File: config.mk
export PLATFORM = sky130hd
export DESIGN_NAME = cht_ctrl
export DESIGN_NICKNAME = d
export VERILOG_FILES = /design/src/hw/rtl/cht_pkg.sv /design/src/hw/rtl/cht_ctrl.sv
export SDC_FILE = /design/constraint.sdc
export NUM_CORES = 1
export LEC_CHECK = 0
export ABC_AREA = 1
export BUFFER_PORTS_ARGS = -buffer_cell sky130_fd_sc_hd__buf_2
export CORE_MARGIN = 2
export CORE_UTILIZATION = 50
export CTS_CLUSTER_DIAMETER = 80
export DETAILED_ROUTE_END_ITERATION = 8
export GPL_ROUTABILITY_DRIVEN = 0
export GPL_TIMING_DRIVEN = 1
export PLACE_DENSITY_LB_ADDON = 0.3
export RECOVER_POWER = 100
export SLEW_MARGIN = 5
export SYNTH_ARGS = -nofsm -noshare
export SYNTH_HDL_FRONTEND = slang
export SYNTH_SLANG_ARGS = --single-unit
File: constraint.sdc
create_clock -name i_clk -period 2.4 [get_ports i_clk]
set_input_delay 0 -clock i_clk [delete_from_list [all_inputs] [get_ports i_clk]]
set_output_delay 0 -clock i_clk [all_outputs]
set_load 0.01 [all_outputs]
File: src/hw/rtl/cht_pkg.sv
// Shared types and constants for the cuckoo hash table unit.
// No dependencies; imported by cht_ctrl, cht_datapath and cuckoo_hash_table_unit.
package cht_pkg;

    localparam int KEY_W         = 32;
    localparam int VALUE_W       = 32;
    localparam int STATUS_W      = 3;
    localparam int ENTRY_COUNT_W = 12;
    localparam int KICK_W        = 11;

    localparam logic [KICK_W-1:0] KICK_LIMIT_RESET = 11'd1024;
    localparam logic              REQ_INSERT       = 1'b0;
    localparam logic              REQ_REMOVE       = 1'b1;

    typedef enum logic [STATUS_W-1:0] {
        ST_INSERTED  = 3'd0,
        ST_UPDATED   = 3'd1,
        ST_REMOVED   = 3'd2,
        ST_NOT_FOUND = 3'd3,
        ST_FULL      = 3'd4
    } t_status;

    typedef struct packed {
        logic               req_type;
        logic [KEY_W-1:0]   key;
        logic [VALUE_W-1:0] value;
    } t_req;

    typedef struct packed {
        logic [STATUS_W-1:0]      status;
        logic [ENTRY_COUNT_W-1:0] entry_count;
        logic [KEY_W-1:0]         dropped_key;
        logic [VALUE_W-1:0]       dropped_value;
    } t_rsp;

    typedef struct packed {
        logic               valid;
        logic [KEY_W-1:0]   key;
        logic [VALUE_W-1:0] value;
    } t_slot;

    // Controller to datapath
    typedef struct packed {
        logic    load;
        logic    rd1;
        logic    rd2;
        logic    wr1;
        logic    wr2;
        logic    clr1;
        logic    clr2;
        logic    cnt_inc;
        logic    cnt_dec;
        logic    round_clr;
        logic    round_inc;
        logic    clear_step;
        logic    rsp_load;
        t_status code;
    } t_cmd;

    // Datapath to controller
    typedef struct packed {
        logic is_remove;
        logic hit1;
        logic hit2;
        logic occ1;
        logic occ2;
        logic last_round;
        logic clear_done;
    } t_stat;

endpackage

File: src/hw/rtl/cht_ctrl.sv
// Controller of the cuckoo hash table: sequences lookup, update, remove and
// eviction rounds, the post-reset clearing pass and the request/response handshakes. Uses cht_pkg.
module cht_ctrl (
    input  logic           i_clk,
    input  logic           i_rst_n,
    input  logic           i_req_valid,
    output logic           o_req_ready,
    output logic           o_rsp_valid,
    input  logic           i_rsp_ready,
    input  cht_pkg::t_stat i_stat,
    output cht_pkg::t_cmd  o_cmd
);
    import cht_pkg::*;

    typedef enum logic [3:0] {
        S_CLEAR,
        S_IDLE,
        S_READ,
        S_CHECK,
        S_RD2,
        S_PUT2,
        S_RD1,
        S_PUT1,
        S_RESP
    } t_state;

    t_state  r_state;
    t_state  n_state;
    t_status r_code;
    t_status n_code;
    logic    r_req_ready;
    logic    n_req_ready;
    logic    r_rsp_valid;
    logic    n_rsp_valid;
    t_cmd    w_cmd;

    always_comb begin
        n_state = r_state;
        n_code  = r_code;
        w_cmd   = '0;
        w_cmd.code = r_code;
        case (r_state)
            S_CLEAR: begin
                w_cmd.clear_step = 1'b1;
                if (i_stat.clear_done) begin
                    n_state = S_IDLE;
                end
            end
            S_IDLE: begin
                if (i_req_valid) begin
                    w_cmd.load = 1'b1;
                    n_state    = S_READ;
                end
            end
            S_READ: begin
                w_cmd.rd1 = 1'b1;
                w_cmd.rd2 = 1'b1;
                n_state   = S_CHECK;
            end
            S_CHECK: begin
                n_state = S_RESP;
                if (i_stat.is_remove) begin
                    if (i_stat.hit1) begin
                        w_cmd.clr1    = 1'b1;
                        w_cmd.cnt_dec = 1'b1;
                        n_code        = ST_REMOVED;
                    end else if (i_stat.hit2) begin
                        w_cmd.clr2    = 1'b1;
                        w_cmd.cnt_dec = 1'b1;
                        n_code        = ST_REMOVED;
                    end else begin
                        n_code = ST_NOT_FOUND;
                    end
                end else if (i_stat.hit1) begin
                    w_cmd.wr1 = 1'b1;
                    n_code    = ST_UPDATED;
                end else if (i_stat.hit2) begin
                    w_cmd.wr2 = 1'b1;
                    n_code    = ST_UPDATED;
                end else begin
                    // first placement of round zero uses the lookup data
                    w_cmd.wr1       = 1'b1;
                    w_cmd.round_clr = 1'b1;
                    if (!i_stat.occ1) begin
                        w_cmd.cnt_inc = 1'b1;
                        n_code        = ST_INSERTED;
                    end else begin
                        n_state = S_RD2;
                    end
                end
            end
            S_RD2: begin
                w_cmd.rd2 = 1'b1;
                n_state   = S_PUT2;
            end
            S_PUT2: begin
                w_cmd.wr2 = 1'b1;
                if (!i_stat.occ2) begin
                    w_cmd.cnt_inc = 1'b1;
                    n_code        = ST_INSERTED;
                    n_state       = S_RESP;
                end else if (i_stat.last_round) begin
                    n_code  = ST_FULL;
                    n_state = S_RESP;
                end else begin
                    w_cmd.round_inc = 1'b1;
                    n_state         = S_RD1;
                end
            end
            S_RD1: begin
                w_cmd.rd1 = 1'b1;
                n_state   = S_PUT1;
            end
            S_PUT1: begin
                w_cmd.wr1 = 1'b1;
                if (!i_stat.occ1) begin
                    w_cmd.cnt_inc = 1'b1;
                    n_code        = ST_INSERTED;
                    n_state       = S_RESP;
                end else begin
                    n_state = S_RD2;
                end
            end
            S_RESP: begin
                // hold until the output register is free
                if (!r_rsp_valid || i_rsp_ready) begin
                    w_cmd.rsp_load = 1'b1;
                    n_state        = S_IDLE;
                end
            end
            default: begin
                n_state = S_IDLE;
            end
        endcase
        n_req_ready = (n_state == S_IDLE);
        n_rsp_valid = w_cmd.rsp_load || (r_rsp_valid && !i_rsp_ready);
    end

    always_ff @(posedge i_clk) begin
        if (!i_rst_n) begin
            r_state     <= S_CLEAR;
            r_code      <= ST_INSERTED;
            r_req_ready <= 1'b0;
            r_rsp_valid <= 1'b0;
        end else begin
            r_state     <= n_state;
            r_code      <= n_code;
            r_req_ready <= n_req_ready;
            r_rsp_valid <= n_rsp_valid;
        end
    end

    assign o_cmd       = w_cmd;
    assign o_req_ready = r_req_ready;
    assign o_rsp_valid = r_rsp_valid;

endmodule
# Word level (Yosys, flattened, before mapping)
# Index checks and enable logic that the tools add are counted.
# classes
eq_ne,10
muxes,50
reduce_logical,10
# op_table
operator,n
two-way mux 4 bit,9
case mux 4 bit (9 select lines),1
two-way mux 1 bit,26
two-way mux 3 bit,6
"== test 4 x 3 -> 1 bit, second input constant",4
case mux 3 bit (3 select lines),1
"== test 4 x 1 -> 1 bit, second input constant",2
"== test 4 x 2 -> 1 bit, second input constant",2
two-way mux 2 bit,4
"== test 4 bit, second input constant",1
logical NOT 4 bit,1
case mux 1 bit (2 select lines),2
OR reduction 2 bit,2
"inequality test 3 bit, second input constant",1
case mux 1 bit (3 select lines),1
nonzero test 3 bit,1
logical NOT 1 bit,2
logical OR 1 bit,2
AND reduction 2 bit,1
logical AND 1 bit,1
# totals
register_bits,9
in_bits,11
out_inout_bits,18
wordCells,74

# Longest topological paths before layout
# logic_depth
ltp_word,6
mapped_depth,8
mapped_depth_nobuf,8

# Worst setup path after synthesis
# OpenSTA, ideal clock, no wires.
# synth_path
path_kind,register -> output
startpoint,reg r_state[1]
endpoint,out o_cmd[8] in the netlist's numbering
arrival_time_ns,1.132
t_required_ns,2.400
path_slack_ns,1.268
stages_incl_launch_ff,7
n_path_buf,0
path_cell_list,dfxtp_1 > nand2_2 > nor2_4 > inv_4 > nor3_2 > nand2_1 > o211ai_1
# synth_lines
element,line,rtl
"start, declared",cht_ctrl.sv:27,t_state r_state;
"start signal, assigned",cht_ctrl.sv:146,r_state <= n_state;
"end, declared",cht_ctrl.sv:11,output cht_pkg::t_cmd o_cmd

==> summary.txt <==
Yosys
  – Yosys top cell by area: dfxtp_1
  – Netlist Area Pre-Place: 706.9 sq um
  – Synth Net Count: between 100 and 150
  – Main flop type after synthesis: dfxtp_1
  – Area fraction of the dominant cell type after synthesis: 25.49%
  – Count leader, synth: nand2_1
  – Yosys reg bits: 9
  – Mapped Cells: 125
  – Number of flops mapped to enable cells by yosys: 0
  – Commonest cells post-synth: 36 x nand2_1, 20 x inv_1, 14 x nand3_1, 14 x nor2_1, 9 x dfxtp_1
  – Top cells by area, synth: dfxtp_1 25%, nand2_1 19%, inv_1 11%, nand3_1 9.9%, nor2_1 7.4%
  – Syn. warnings: 0
  – Post-synth cell types: 20
  – Mean Syn Cell Area: 5.655 sq um
  – FFs w/ async S/R, synth: 0%
  – Register area share after synthesis: 25.49%

Setup path
  – Critical path endpoint: o_cmd[8]
  – Reg2reg start: r_state[2]
  – CP Capture Type: primary output
  – Arrival time at the worst endpoint: 1.74 ns
  – Worst path depth: 7
  – Worst Path Buf+Inv: 2
  – CP top delay family: simple AND/OR/NAND/NOR gates
  – Crit path from: r_state[1]
  – Crit start category: flip-flop
  – Slowest stage delay, CP: 0.44 ns
  – Slowest stage cell, crit path: dfxtp_1
  – Critical path class: reg -> out
  – Required time worst endpoint: approximately 2.4 ns
  – Ordered list of cells on the worst path: nand2_2 > nor2_1 > inv_4 > nor3_1 > nand2_1 > o211ai_1 > clkbuf_1
  – Worst Reg-to-Reg Cells: 7
  – Reg2reg setup slack: 0.68 ns
  – R2R Path End: r_code[2]
  – Crit-path max FO: 6

Clock network
  – Clock Path Buffers: 2
  – CTS HTree Levels: 1
  – Clock Sinks: 9
  – Inserted Clock Buffers: 3
  – Worst-Skew Late Latency: 0.25 ns
  – Quantity of gates resized following cts: 0
  – CTS tree: done
  – Worst-path clk slew: around 0.060 ns
  – Root Driver: clkbuf_4

Outcome
  – Status: completed

Floorplanning
  – Die Y: roughly 42 um
  – I/O pins: 29
  – Die width: 41.60 um
  – Placeable Area: 1318 sq um
  – Num rows: 13
  – Starting Density: 53.66%
  – Die ar.: about 1700 sq um

Global routing
  – First-pass GRT wire length: 2732 um
  – Vias in the first global route: 706
  – Initial antenna violation count: 0
  – GRT Total Usage: 19.87%
  – Largest net degree at the start of global routing: 8
  – Grt total ovfl: 0

Placed design
  – Post-Place Cells: between 150 and 200
  – PortBufs: 28
  – Dpl hpwl: 1414 um

STA
  – Worst hold-check slack: 0.06303 ns
  – Unrepaired setup endpoints after global routing: no
  – Worst Tran Pin Value: 0.4412 ns
  – TNS Setup: 0 ns
  – # setup viols final: 0
  – Fin crit period: roughly 1.7 ns
  – Max Clock Freq: 0.5742 GHz
  – Fin crit share: 72.56%
  – Setup Skew: 0.004099 ns
  – Endpoints failing hold: 0
  – Max-slew violations: 0
  – Rel. slew slack: 70.48%

Drt
  – TritonRoute pass-1 iters: 4
  – Drt total wl: 1725 um
  – Wire length per cell: 9.971 um
  – Drt first-iter violations: 23
  – Antenna-violating nets left: 0
  – Vias post-DR: roughly 870
  – Via-to-Cell Ratio: 5.006
  – Post-route DRC: 0

Cells and area
  – Register Area: between 150 and 200 sq um
  – Share of layout cells above drive strength 1: roughly 16%
  – # fillers: between 100 and 150
  – Footprint of the multi-input gates: 404.1 sq um
  – N_diodes: 0
  – Layout area overhead: 21.59%
  – Fin cells: 173
  – Post-layout nets: 170

Power and ir drop
  – Peak VDD IR: 0.3322 mV
  – LEAKAGE: 0.4808 nW
  – PD cells: about 450 nW/um^2
  – Overall Power: 0.3856 mW

Hold path
  – Worst Hold Launch: i_rsp_ready
  – Hold WC Path Type: in -> reg

Run
  – Max-cap violations: 0
[power by group]
part	internal [mW]	switching (mW)	total (mW)
Sequential	0.160	0.0101	0.170
Clock	0.0637	0.0466	0.110
Combinational	0.0361	0.0695	0.106
[routing by layer]
metal  share of wire (%)  global-route usage, %  wire, um  vias to the layer above
met3                 6.6                  2.174       113                        4
met4                 1.4                  10.97        25                        0
li1                    -                      -         -                      458
met1                  47                  25.46       816                      372
met5                   0                      0         0                        -
met2                  45                  32.19       769                       32
[worst reg2reg max path, stage by stage (launching register included)]
cell,delay (ns)
dfxtp_1,0.38
inv_1,0.12
nor2_1,0.31
nand3_1,0.22
o21ai_0,0.23
clkinv_1,0.19
nand2_1,0.10
a21oi_1,0.06
[placed cells by master, fill, tap and decap left out]
cell type / Yosys / layout
nor3_1: 3 / 4
inv_1: 20 / 21
o211ai_1: 1 / 1
nor2_2: 2 / 1
o31ai_1: 1 / 1
clkinv_1: 0 / 1
nand2_2: 2 / 2
a21oi_1: 6 / 6
o21ai_1: 1 / 1
o21ai_0: 5 / 6
inv_4: 1 / 1
clkbuf_1: 0 / 14
nand3_1: 14 / 14
nand3_2: 1 / 1
dlygate4sd3_1: 0 / 1
clkbuf_4: 0 / 3
nand2_1: 36 / 36
nor2_1: 14 / 17
buf_2: 0 / 15
dfxtp_1: 9 / 9
inv_2: 4 / 2
nand4_1: 1 / 1
[sequential cells by signal, indices dropped and copies added, names as in the netlist]
| register | flops |
|---|---|
| r_state | 4 |
| r_code | 3 |
| o_req_ready | 1 |
| o_rsp_valid | 1 |
[area by class of cell]
| cell class | count | share of cell area (%) |
|---|---|---|
| timing repair buffer | 29 | 15.57 |
| multi-input combinational | 91 | 47.02 |
| tap | 15 | 2.183 |
| clock buffer | 4 | 3.057 |
| inverter | 25 | 11.21 |
| sequential | 9 | 20.96 |
[metrics by stage]
stage,cell area [sq um],setup slack [ns],util (%)
finish,859.6,0.6585,65.24
global route,859.6,0.4456,65.24
CTS,902.1,0.8812,68.47
detailed placement,865.8,1.104,65.72
global placement,865.8,1.095,65.72
floorplan,706.9,1.268,-
[timing repair]
item | CTS | global route
setup buffers | 0 | 0
hold buffers | 1 | 0
hold endpoints to repair | 2 | 0
[kinds of logic after synthesis]
group	synth area share [%]
and+or+nand+nor	49.03
AOI/OAI and AO/OA	11.86
buffers and inverters	13.63
DFF	25.49
[worst min-delay path by stage]
| stage | endpoint | cells after the start |
|---|---|---|
| CTS | o_rsp_valid | 4 |
| detailed placement | r_state[0] | 3 |
| floorplan | o_cmd[6] | 1 |
| finish | o_rsp_valid | 4 |
| global route | o_rsp_valid | 4 |
| global placement | r_state[0] | 3 |
Note: power is estimated with default switching activity, not from simulation.
